--- src/rtl/core/twcw_pkg.sv ---
package twcw_pkg;

   // Screen size defaults
   localparam int SCREEN_ROWS_DEF = 25;
   localparam int SCREEN_COLS_DEF = 80;

   // Field widths
   localparam int ROW_W     = 5;
   localparam int COL_W     = 7;
   localparam int SET_W     = 7;
   localparam int CHAR_W    = 8;
   localparam int ATTR_W    = 8;
   localparam int ADDR_W    = 12;
   localparam int WORK_W    = COL_W + 1;
   localparam int SHIFT_W   = 3;
   localparam int CSR_IDX_W = 3;
   localparam int CSR_DAT_W = 8;

   // Highest divisor shift for the remainder of a set_row / set_col value
   localparam logic [SHIFT_W-1:0] SHIFT_TOP = SHIFT_W'(SET_W - 1);

   localparam logic [WORK_W-1:0] TAB_STEP = WORK_W'(4);

   // Control characters
   localparam logic [CHAR_W-1:0] CH_NUL = 8'd0;
   localparam logic [CHAR_W-1:0] CH_BS  = 8'd8;
   localparam logic [CHAR_W-1:0] CH_TAB = 8'd9;
   localparam logic [CHAR_W-1:0] CH_NL  = 8'd10;
   localparam logic [CHAR_W-1:0] CH_CR  = 8'd13;

   // Register reset values
   localparam logic [ROW_W-1:0]  WROWS_RST = 5'd25;
   localparam logic [COL_W-1:0]  WCOLS_RST = 7'd80;
   localparam logic [ATTR_W-1:0] ATTR_RST  = 8'd7;

   typedef enum logic [CSR_IDX_W-1:0] {
      CSR_WINDOW_ROWS = 3'd0,
      CSR_WINDOW_COLS = 3'd1,
      CSR_ROW_ORIGIN  = 3'd2,
      CSR_COL_ORIGIN  = 3'd3,
      CSR_ATTRIBUTE   = 3'd4
   } twcw_csr_type;

   typedef enum logic [2:0] {
      ST_IDLE,
      ST_MOD_ROW,
      ST_MOD_COL,
      ST_ADDR,
      ST_EMIT,
      ST_ADVANCE
   } twcw_state_type;

   // Effective window size, already clamped and nonzero
   typedef struct packed {
      logic [ROW_W-1:0] rows;
      logic [COL_W-1:0] cols;
   } twcw_geom_type;

   // Sequencer strobes toward the address path and output register
   typedef struct packed {
      logic mul_en;
      logic emit;
   } twcw_seq_type;

endpackage

--- src/rtl/core/twcw_cmp_sub.sv ---
module twcw_cmp_sub
   import twcw_pkg::*;
(
   input  logic [WORK_W-1:0]  work,
   input  logic [COL_W-1:0]   divisor,
   input  logic [SHIFT_W-1:0] shift,
   output logic               ge,
   output logic [WORK_W-1:0]  diff
);

   localparam int SHIFTED_W = COL_W + (1 << SHIFT_W);

   logic [SHIFTED_W-1:0] shifted;

   assign shifted = SHIFTED_W'(divisor) << shift;
   assign ge      = SHIFTED_W'(work) >= shifted;
   // Only meaningful when ge is set, so the shifted divisor fits the work width
   assign diff    = work - shifted[WORK_W-1:0];

endmodule

--- src/rtl/core/twcw_addr_calc.sv ---
module twcw_addr_calc
   import twcw_pkg::*;
#(
   parameter int SCREEN_COLS = SCREEN_COLS_DEF
) (
   input  logic              clock,
   input  logic              mul_en,
   input  logic [ROW_W-1:0]  row_base,
   input  logic [ROW_W-1:0]  cursor_row,
   input  logic [COL_W-1:0]  col_base,
   input  logic [COL_W-1:0]  cursor_col,
   output logic [ADDR_W-1:0] cell_address
);

   localparam int SCR_COLS_W = $clog2(SCREEN_COLS + 1);
   localparam int PROD_W     = ROW_W + 1 + SCR_COLS_W;
   localparam int SUM_W      = ((PROD_W > COL_W + 1) ? PROD_W : COL_W + 1) + 1;
   localparam logic [SCR_COLS_W-1:0] SCR_COLS_V = SCR_COLS_W'(SCREEN_COLS);

   logic [ROW_W:0]      rsum;
   logic [COL_W:0]      csum_in;
   logic [COL_W:0]      csum_ff;
   logic [PROD_W-1:0]   prod_in;
   logic [PROD_W-1:0]   prod_ff;
   logic [SUM_W-1:0]    total;

   assign rsum    = {1'b0, row_base} + {1'b0, cursor_row};
   assign prod_in = PROD_W'(rsum) * PROD_W'(SCR_COLS_V);
   assign csum_in = {1'b0, col_base} + {1'b0, cursor_col};

   always_ff @(posedge clock) begin
      if (mul_en) begin
         prod_ff <= prod_in;
         csum_ff <= csum_in;
      end
   end

   // Two bytes per cell: cell index times two, kept to the address width
   assign total        = SUM_W'(prod_ff) + SUM_W'(csum_ff);
   assign cell_address = ADDR_W'({total, 1'b0});

endmodule

--- src/rtl/core/twcw_ctrl.sv ---
module twcw_ctrl
   import twcw_pkg::*;
(
   input  logic                clock,
   input  logic                reset,
   input  twcw_geom_type       geom,
   input  logic                req_valid,
   output logic                req_ready,
   input  logic                req_kind,
   input  logic [CHAR_W-1:0]   req_char,
   input  logic [SET_W-1:0]    req_set_row,
   input  logic [SET_W-1:0]    req_set_col,
   input  logic                slot_free,
   output twcw_seq_type        seq,
   output logic [ROW_W-1:0]    cursor_row,
   output logic [COL_W-1:0]    cursor_col,
   output logic [CHAR_W-1:0]   char_code
);

   twcw_state_type state_ff, state_in;

   logic [ROW_W-1:0]   row_ff, row_in;
   logic [COL_W-1:0]   col_ff, col_in;
   logic [WORK_W-1:0]  work_ff, work_in;
   logic [SHIFT_W-1:0] sh_ff, sh_in;
   logic [SET_W-1:0]   setcol_ff, setcol_in;
   logic [CHAR_W-1:0]  char_ff, char_in;

   logic [COL_W-1:0]   unit_div;
   logic [SHIFT_W-1:0] unit_sh;
   logic               unit_ge;
   logic [WORK_W-1:0]  unit_diff;
   logic [WORK_W-1:0]  remainder;
   logic               printable;

   function automatic logic [ROW_W-1:0] row_fwd(input logic [ROW_W-1:0] row,
                                                input logic [ROW_W-1:0] rows);
      logic [ROW_W:0] nxt;
      nxt = {1'b0, row} + (ROW_W + 1)'(1);
      return (nxt >= {1'b0, rows}) ? '0 : nxt[ROW_W-1:0];
   endfunction

   function automatic logic [ROW_W-1:0] row_bck(input logic [ROW_W-1:0] row,
                                                input logic [ROW_W-1:0] rows);
      return (row == '0) ? rows - ROW_W'(1) : row - ROW_W'(1);
   endfunction

   twcw_cmp_sub u_unit (
      .work    (work_ff),
      .divisor (unit_div),
      .shift   (unit_sh),
      .ge      (unit_ge),
      .diff    (unit_diff)
   );

   assign remainder = unit_ge ? unit_diff : work_ff;
   assign printable = (req_char != CH_NUL) && (req_char != CH_BS) && (req_char != CH_TAB)
                      && (req_char != CH_NL) && (req_char != CH_CR);

   // Next state
   always_comb begin
      state_in = state_ff;
      unique case (state_ff)
         ST_IDLE: begin
            if (req_valid) begin
               if (req_kind) begin
                  state_in = ST_MOD_ROW;
               end else if ((req_char == CH_BS && col_ff != '0) || req_char == CH_TAB) begin
                  state_in = ST_ADVANCE;
               end else if (printable) begin
                  state_in = ST_ADDR;
               end
            end
         end
         ST_MOD_ROW: begin
            if (sh_ff == '0) state_in = ST_MOD_COL;
         end
         ST_MOD_COL: begin
            if (sh_ff == '0) state_in = ST_IDLE;
         end
         ST_ADDR: state_in = ST_EMIT;
         ST_EMIT: begin
            if (slot_free) state_in = ST_ADVANCE;
         end
         ST_ADVANCE: begin
            if (!unit_ge) state_in = ST_IDLE;
         end
         default: state_in = ST_IDLE;
      endcase
   end

   // Outputs
   always_comb begin
      req_ready  = (state_ff == ST_IDLE);
      seq.mul_en = (state_ff == ST_ADDR);
      seq.emit   = (state_ff == ST_EMIT) && slot_free;
      unit_div   = (state_ff == ST_MOD_ROW) ? COL_W'(geom.rows) : geom.cols;
      unit_sh    = (state_ff == ST_ADVANCE) ? '0 : sh_ff;
   end

   // Datapath
   always_comb begin
      row_in    = row_ff;
      col_in    = col_ff;
      work_in   = work_ff;
      sh_in     = sh_ff;
      setcol_in = setcol_ff;
      char_in   = char_ff;
      unique case (state_ff)
         ST_IDLE: begin
            if (req_valid) begin
               char_in = req_char;
               if (req_kind) begin
                  work_in   = WORK_W'(req_set_row);
                  sh_in     = SHIFT_TOP;
                  setcol_in = req_set_col;
               end else if (req_char == CH_NL) begin
                  row_in = row_fwd(row_ff, geom.rows);
                  col_in = '0;
               end else if (req_char == CH_CR) begin
                  col_in = '0;
               end else if (req_char == CH_BS) begin
                  if (col_ff == '0) begin
                     col_in = geom.cols - COL_W'(1);
                     row_in = row_bck(row_ff, geom.rows);
                  end else begin
                     work_in = WORK_W'(col_ff) - WORK_W'(1);
                  end
               end else if (req_char == CH_TAB) begin
                  work_in = WORK_W'(col_ff) + TAB_STEP;
               end
            end
         end
         ST_MOD_ROW: begin
            if (sh_ff == '0) begin
               row_in  = remainder[ROW_W-1:0];
               work_in = WORK_W'(setcol_ff);
               sh_in   = SHIFT_TOP;
            end else begin
               work_in = remainder;
               sh_in   = sh_ff - SHIFT_W'(1);
            end
         end
         ST_MOD_COL: begin
            if (sh_ff == '0) begin
               col_in = remainder[COL_W-1:0];
            end else begin
               work_in = remainder;
               sh_in   = sh_ff - SHIFT_W'(1);
            end
         end
         ST_ADDR: begin
         end
         ST_EMIT: begin
            if (slot_free) work_in = WORK_W'(col_ff) + WORK_W'(1);
         end
         ST_ADVANCE: begin
            if (unit_ge) begin
               work_in = unit_diff;
               row_in  = row_fwd(row_ff, geom.rows);
            end else begin
               col_in = work_ff[COL_W-1:0];
            end
         end
         default: begin
         end
      endcase
   end

   always_ff @(posedge clock) begin
      if (reset) begin
         state_ff <= ST_IDLE;
         row_ff   <= '0;
         col_ff   <= '0;
      end else begin
         state_ff <= state_in;
         row_ff   <= row_in;
         col_ff   <= col_in;
      end
   end

   always_ff @(posedge clock) begin
      work_ff   <= work_in;
      sh_ff     <= sh_in;
      setcol_ff <= setcol_in;
      char_ff   <= char_in;
   end

   assign cursor_row = row_ff;
   assign cursor_col = col_ff;
   assign char_code  = char_ff;

endmodule

--- src/rtl/core/text_window_cursor_writer_unit.sv ---
// Text-mode console writer for a window on a SCREEN_ROWS x SCREEN_COLS character
// screen. Each req transfer carries one character (tuser low) or one cursor-set
// command (tuser high); one item is worked at a time and req_tready stays low
// until it is done. NUL, return, newline and backspace from column 0 are done
// in the idle state. A printable character passes ST_ADDR and ST_EMIT (held
// there while the rsp register is still full), then ST_ADVANCE with one subtract
// per row wrap of the column, and emits one rsp transfer with the byte
// address, character and attribute of the cell. Tab and other backspaces go
// to ST_ADVANCE, one subtract per row wrap; with a one-column window a wrap count
// can reach the column plus four. The row and column remainders of a cursor
// set each run seven restoring steps. All of this goes through one shared
// compare/subtract unit. The rsp register lets a finished write wait
// while the next item is accepted. Write csr registers only while idle.
module text_window_cursor_writer_unit
   import twcw_pkg::*;
#(
   parameter int SCREEN_ROWS = SCREEN_ROWS_DEF,
   parameter int SCREEN_COLS = SCREEN_COLS_DEF
) (
   input  logic                 clock,
   input  logic                 reset,
   // Item input
   input  logic                 req_tvalid,
   output logic                 req_tready,
   input  logic [23:0]          req_tdata,   // char_code[7:0], set_row[14:8], set_col[21:15]
   input  logic                 req_tuser,   // kind
   // Video write output
   output logic                 rsp_tvalid,
   input  logic                 rsp_tready,
   output logic [31:0]          rsp_tdata,   // cell_address[11:0], cell_char[19:12],
                                             // cell_attr[27:20]
   // Register writes
   input  logic                 csr_valid,
   output logic                 csr_ready,
   input  logic [CSR_IDX_W-1:0] csr_index,
   input  logic [CSR_DAT_W-1:0] csr_data
);

   localparam logic [6:0] SCR_ROWS_V = 7'(SCREEN_ROWS);
   localparam logic [7:0] SCR_COLS_V = 8'(SCREEN_COLS);

   logic [ROW_W-1:0]  wrows_ff;
   logic [COL_W-1:0]  wcols_ff;
   logic [ROW_W-1:0]  rorg_ff;
   logic [COL_W-1:0]  corg_ff;
   logic [ATTR_W-1:0] attr_ff;

   logic [ROW_W-1:0]  rows_clamp;
   logic [COL_W-1:0]  cols_clamp;
   logic [ROW_W-1:0]  row_base;
   logic [COL_W-1:0]  col_base;
   twcw_geom_type     geom;
   twcw_seq_type      seq;

   logic [ROW_W-1:0]  cursor_row;
   logic [COL_W-1:0]  cursor_col;
   logic [CHAR_W-1:0] char_code;
   logic [ADDR_W-1:0] cell_address;
   logic              slot_free;

   logic              rsp_valid_ff, rsp_valid_in;
   logic [31:0]       rsp_data_ff, rsp_data_in;

   // Register file: always ready, indexes past the list are dropped
   assign csr_ready = 1'b1;

   always_ff @(posedge clock) begin
      if (reset) begin
         wrows_ff <= WROWS_RST;
         wcols_ff <= WCOLS_RST;
         rorg_ff  <= '0;
         corg_ff  <= '0;
         attr_ff  <= ATTR_RST;
      end else if (csr_valid) begin
         unique case (twcw_csr_type'(csr_index))
            CSR_WINDOW_ROWS: wrows_ff <= csr_data[ROW_W-1:0];
            CSR_WINDOW_COLS: wcols_ff <= csr_data[COL_W-1:0];
            CSR_ROW_ORIGIN:  rorg_ff  <= csr_data[ROW_W-1:0];
            CSR_COL_ORIGIN:  corg_ff  <= csr_data[COL_W-1:0];
            CSR_ATTRIBUTE:   attr_ff  <= csr_data;
            default: begin
            end
         endcase
      end
   end

   // Clamp the window to the screen, zero size counts as one
   assign rows_clamp = ({2'b0, wrows_ff} > SCR_ROWS_V) ? SCR_ROWS_V[ROW_W-1:0] : wrows_ff;
   assign cols_clamp = ({1'b0, wcols_ff} > SCR_COLS_V) ? SCR_COLS_V[COL_W-1:0] : wcols_ff;
   assign geom.rows  = (rows_clamp == '0) ? ROW_W'(1) : rows_clamp;
   assign geom.cols  = (cols_clamp == '0) ? COL_W'(1) : cols_clamp;

   // Drop an origin whose window reaches the screen edge (raw register sizes)
   assign row_base = (({2'b0, rorg_ff} + {2'b0, wrows_ff}) >= SCR_ROWS_V) ? '0 : rorg_ff;
   assign col_base = (({1'b0, corg_ff} + {1'b0, wcols_ff}) >= SCR_COLS_V) ? '0 : corg_ff;

   twcw_ctrl u_ctrl (
      .clock       (clock),
      .reset       (reset),
      .geom        (geom),
      .req_valid   (req_tvalid),
      .req_ready   (req_tready),
      .req_kind    (req_tuser),
      .req_char    (req_tdata[7:0]),
      .req_set_row (req_tdata[14:8]),
      .req_set_col (req_tdata[21:15]),
      .slot_free   (slot_free),
      .seq         (seq),
      .cursor_row  (cursor_row),
      .cursor_col  (cursor_col),
      .char_code   (char_code)
   );

   twcw_addr_calc #(
      .SCREEN_COLS (SCREEN_COLS)
   ) u_addr (
      .clock        (clock),
      .mul_en       (seq.mul_en),
      .row_base     (row_base),
      .cursor_row   (cursor_row),
      .col_base     (col_base),
      .cursor_col   (cursor_col),
      .cell_address (cell_address)
   );

   // Output register: load on emit, hold until the rsp transfer
   assign slot_free = !rsp_valid_ff || rsp_tready;

   always_comb begin
      rsp_valid_in = rsp_valid_ff;
      rsp_data_in  = rsp_data_ff;
      if (seq.emit) begin
         rsp_valid_in = 1'b1;
         rsp_data_in  = {4'b0, attr_ff, char_code, cell_address};
      end else if (rsp_tready) begin
         rsp_valid_in = 1'b0;
      end
   end

   always_ff @(posedge clock) begin
      if (reset) begin
         rsp_valid_ff <= 1'b0;
      end else begin
         rsp_valid_ff <= rsp_valid_in;
      end
   end

   always_ff @(posedge clock) begin
      rsp_data_ff <= rsp_data_in;
   end

   assign rsp_tvalid = rsp_valid_ff;
   assign rsp_tdata  = rsp_data_ff;

endmodule

--- config.mk ---
export PLATFORM = sky130hd
export DESIGN_NAME = text_window_cursor_writer_unit
export DESIGN_NICKNAME = d
export VERILOG_FILES = /design/src/rtl/core/twcw_pkg.sv /design/src/rtl/core/twcw_cmp_sub.sv /design/src/rtl/core/twcw_addr_calc.sv /design/src/rtl/core/twcw_ctrl.sv /design/src/rtl/core/text_window_cursor_writer_unit.sv
export SDC_FILE = /design/constraint.sdc
export NUM_CORES = 1
export LEC_CHECK = 0
export CAP_MARGIN = 20
export CORE_MARGIN = 2
export CORE_UTILIZATION = 25
export CTS_CLUSTER_DIAMETER = 150
export DETAILED_ROUTE_END_ITERATION = 8
export DONT_BUFFER_PORTS = 1
export PLACE_DENSITY = 0.42
export SYNTH_ARGS = -nofsm -noshare
export SYNTH_HDL_FRONTEND = slang
export SYNTH_SLANG_ARGS = --single-unit
--- constraint.sdc ---
create_clock -name clock -period 7.1 [get_ports clock]
set_clock_uncertainty 0.05 [all_clocks]
set_input_delay 0.71 -clock clock [delete_from_list [all_inputs] [get_ports clock]]
set_output_delay 0.71 -clock clock [all_outputs]
set_load 0.05 [all_outputs]
==> metrics.txt <==
hold-fix buffers at CTS=0; HPWL after detailed placement=16400 um; number of synthesized register bits=116; Synth Cell Area=7750 um2; overall overflow remaining after global route=0; routing usage on met1=17.7%; IO buf count=0; fraction of final layout cells sized beyond drive strength 1=5.80%; setup repair after global routing missed its margin=no; Synth warnings=0; number of nets with antenna violations after detailed routing=0; count of placed standard cells in the final layout, fillers left out=1223; top_reg_cell synth=edfxtp_1; largest voltage drop on the vdd net=156 uV; wire length of the first global-routing pass=33400 um; vias post-DR=6069; via count of the first global-routing pass=5754; number of gates resized after cts=0; endpoint of the worst hold path=u_ctrl.cursor_col[3]; setup violation total in the final timing report=0; Post-Syn Area per Cell=9.39 um2; number of placed cells counting well taps=1191; maximum net fanout on the critical path=21; CTS sink count=116; Seq/Total Area, Yosys=38.7%; number of H-tree levels=4; Post-synth EDFFs=68; Clock Latency Late Sink=430 ps; CTS root buf=clkbuf_16; count of cells along the worst hold path=1; number of antenna cells inserted=0; routing layer with the top usage in global route=met2; Final Net Count=920; signal arrival time at the worst endpoint=5150 ps; CP endpoint kind=register; die width=180 um; total number of placement rows=64; residual DRC count=0; setup slack of the critical path after layout=2060 ps; setup tns final=0 ps; Async SR Flop Fraction=0%; die span in y=180 um; status=completed; leakage dissipation=3.50 nW; met2 Track Usage GR=21.0%; startpoint kind of the worst setup timing path=register; Iteration-0 DRC Markers=440; number of distinct library cells after synthesis=79; required time at the worst-slack endpoint=7210 ps; filler cell count=3210; GRT Resource Usage Total=13.1%; power per cell area=361 nW/um2; CTS buffer count=17; Cells after Synth=826; Max clock buf depth=2; number of violations of the max-capacitance limit=0; Core Area=30600 um2; average wire length per cell after detail routing=17.3 um; Post-CTS Setup Inserts=0; Worst Setup Path Type=register to register; highest clock rate=0.198 GHz; headroom to the max-slew limit=36.9%; R2R setup slack=2060 ps; antenna violations before repair=1; total count of max-transition violations in the final report=0; number of cells traversed by the worst register-to-register path=15; final period utilization=71.0%; last weighted congestion value of the routability-driven placer=0.806; clock-pin slew on the worst setup and hold paths=60 ps; transition time at the pin with the least slew margin=939 ps; pin count of the biggest net entering global routing=41; # IOs=76; die outline area=32400 um2; DRT Pass-1 Iters=5; tightest hold margin=320 ps; worst min-delay path class=input port to register; Via density=4.96; pre-CTS WS=2060 ps; starting density of the core=25.4%; post-route minimum period=5040 ps; CTS tree=built; startpoint of the lowest-slack register-to-register path=u_ctrl.state_ff[2]; GR Layer Usage met3=2.41%; Worst Hold Launch=reset; final hold violations=0; worst reg2reg path endpoint=u_ctrl.work_ff[6]; layout overhead on the synthesized area=13.1%; wire length reported by the detailed router=21200 um
[routing by layer]
| layer | vias to the layer above | wire, um |
|---|---|---|
| li1 | 3006 | - |
| met1 | 2888 | 10000 |
| met2 | 156 | 9850 |
| met3 | 19 | 940 |
| met4 | 0 | 341 |
| met5 | - | 0 |
[worst max path at each step]
stage / start / endpoint
after floorplan: wrows_ff[0] / u_addr.prod_ff[10]
after global placement: u_ctrl.state_ff[2] / u_ctrl.work_ff[6]
after detailed placement: u_ctrl.state_ff[2] / u_ctrl.work_ff[6]
after CTS: u_ctrl.state_ff[2] / u_ctrl.work_ff[6]
after global routing: u_ctrl.state_ff[2] / u_ctrl.work_ff[6]
final: u_ctrl.state_ff[2] / u_ctrl.work_ff[6]
[layout by cell type, fill, tap and decap left out, types with 9 or more instances in the layout]
| cell | synthesis | layout |
|---|---|---|
| nor2_1 | 70 | 70 |
| edfxtp_1 | 68 | 68 |
| nand2_1 | 65 | 65 |
| ha_1 | 58 | 58 |
| a21oi_1 | 49 | 49 |
| dfxtp_1 | 48 | 48 |
| inv_1 | 46 | 46 |
| o21ai_0 | 38 | 38 |
| nand3_1 | 31 | 31 |
| mux2i_1 | 30 | 30 |
| xnor2_1 | 28 | 28 |
| a21o_1 | 18 | 18 |
| and2_1 | 17 | 17 |
| clkbuf_16 | 0 | 17 |
| nand2b_1 | 16 | 16 |
| nor3_1 | 15 | 15 |
| nor2b_1 | 13 | 13 |
| a31oi_1 | 13 | 13 |
| o211ai_1 | 9 | 9 |
| xor2_1 | 9 | 9 |
| nand4_1 | 9 | 9 |
[metrics by stage]
| step | power (W) | area (um2) | util, % |
|---|---|---|---|
| final | 0.00316 | 8770 | 28.7 |
| after global routing | 0.00337 | 8770 | 28.7 |
| after CTS | 0.00318 | 8770 | 28.7 |
| after detailed placement | 0.00217 | 8090 | 26.4 |
| after global placement | 0.00218 | 8090 | 26.4 |
| after floorplan | 0.00188 | 7770 | - |
[critical path, cell delays in order (launching register included)]
cell and delay [ps]:
dfxtp_1 780, nand3b_1 570, nand2_1 420, or3_1 170, o31a_1 190, a21oi_1 80, a31oi_1 230, ha_1 310
nand4_1 110, nor2_1 50, or4_1 410, o21ai_0 490, nor2_1 270, o21ai_4 210, mux2i_1 350, o21ai_1 90
[cells in the mapped netlist, types with 18 or more instances]
cell type	count	area, um2
a21o_1	18	135
a21oi_1	49	245
clkbuf_1	20	75.1
dfxtp_1	48	961
edfxtp_1	68	2040
ha_1	58	726
inv_1	46	173
mux2i_1	30	300
nand2_1	65	244
nand3_1	31	155
nor2_1	70	263
o21ai_0	38	190
xnor2_1	28	245
[power by group]
part	internal (W)	switching [W]	total, W
logic	0.000442	0.000740	0.00118
registers	0.000844	0.000142	0.000986
clock network	0.000677	0.000319	0.000996
[flip-flops by register name, indices dropped and copies added (netlist names), 3 cells and up]
signal	count
u_ctrl.setcol_ff	7
u_ctrl.char_code	8
u_ctrl.cursor_col	7
u_ctrl.sh_ff	3
rorg_ff	5
attr_ff	8
u_addr.csum_ff	8
wrows_ff	5
rsp_tdata	27
u_ctrl.work_ff	8
u_addr.prod_ff	7
corg_ff	7
wcols_ff	7
u_ctrl.cursor_row	5
u_ctrl.state_ff	3
[logic make-up (layout without fill, tap and decap cells)]
logic type               after synthesis  count (layout)  share of synthesized area, %
AND/OR/NAND/NOR                      270             270                          17.3
buffers and inverters                 84              81                          4.79
flip-flops                           116             116                          38.7
other                                  2               6                        0.0968
multiplexers                          32              32                          4.21
AO/OA/AOI/OAI                        220             220                          19.5
adder cells (fa/ha/maj)               65              65                          11.2
XOR/XNOR                              37              37                          4.18
[area by class of cell]
class | instances | area (um2) | share of cell area (%)
multi-input combinational | 630 | 4400 | 50.1
sequential | 116 | 3000 | 34.2
clock inverter | 12 | 226 | 2.58
clock buffer | 20 | 457 | 5.21
tap | 396 | 495 | 5.65
inverter | 47 | 176 | 2.01
timing repair buffer | 2 | 15.0 | 0.171
(Power assumes the default switching activity.)
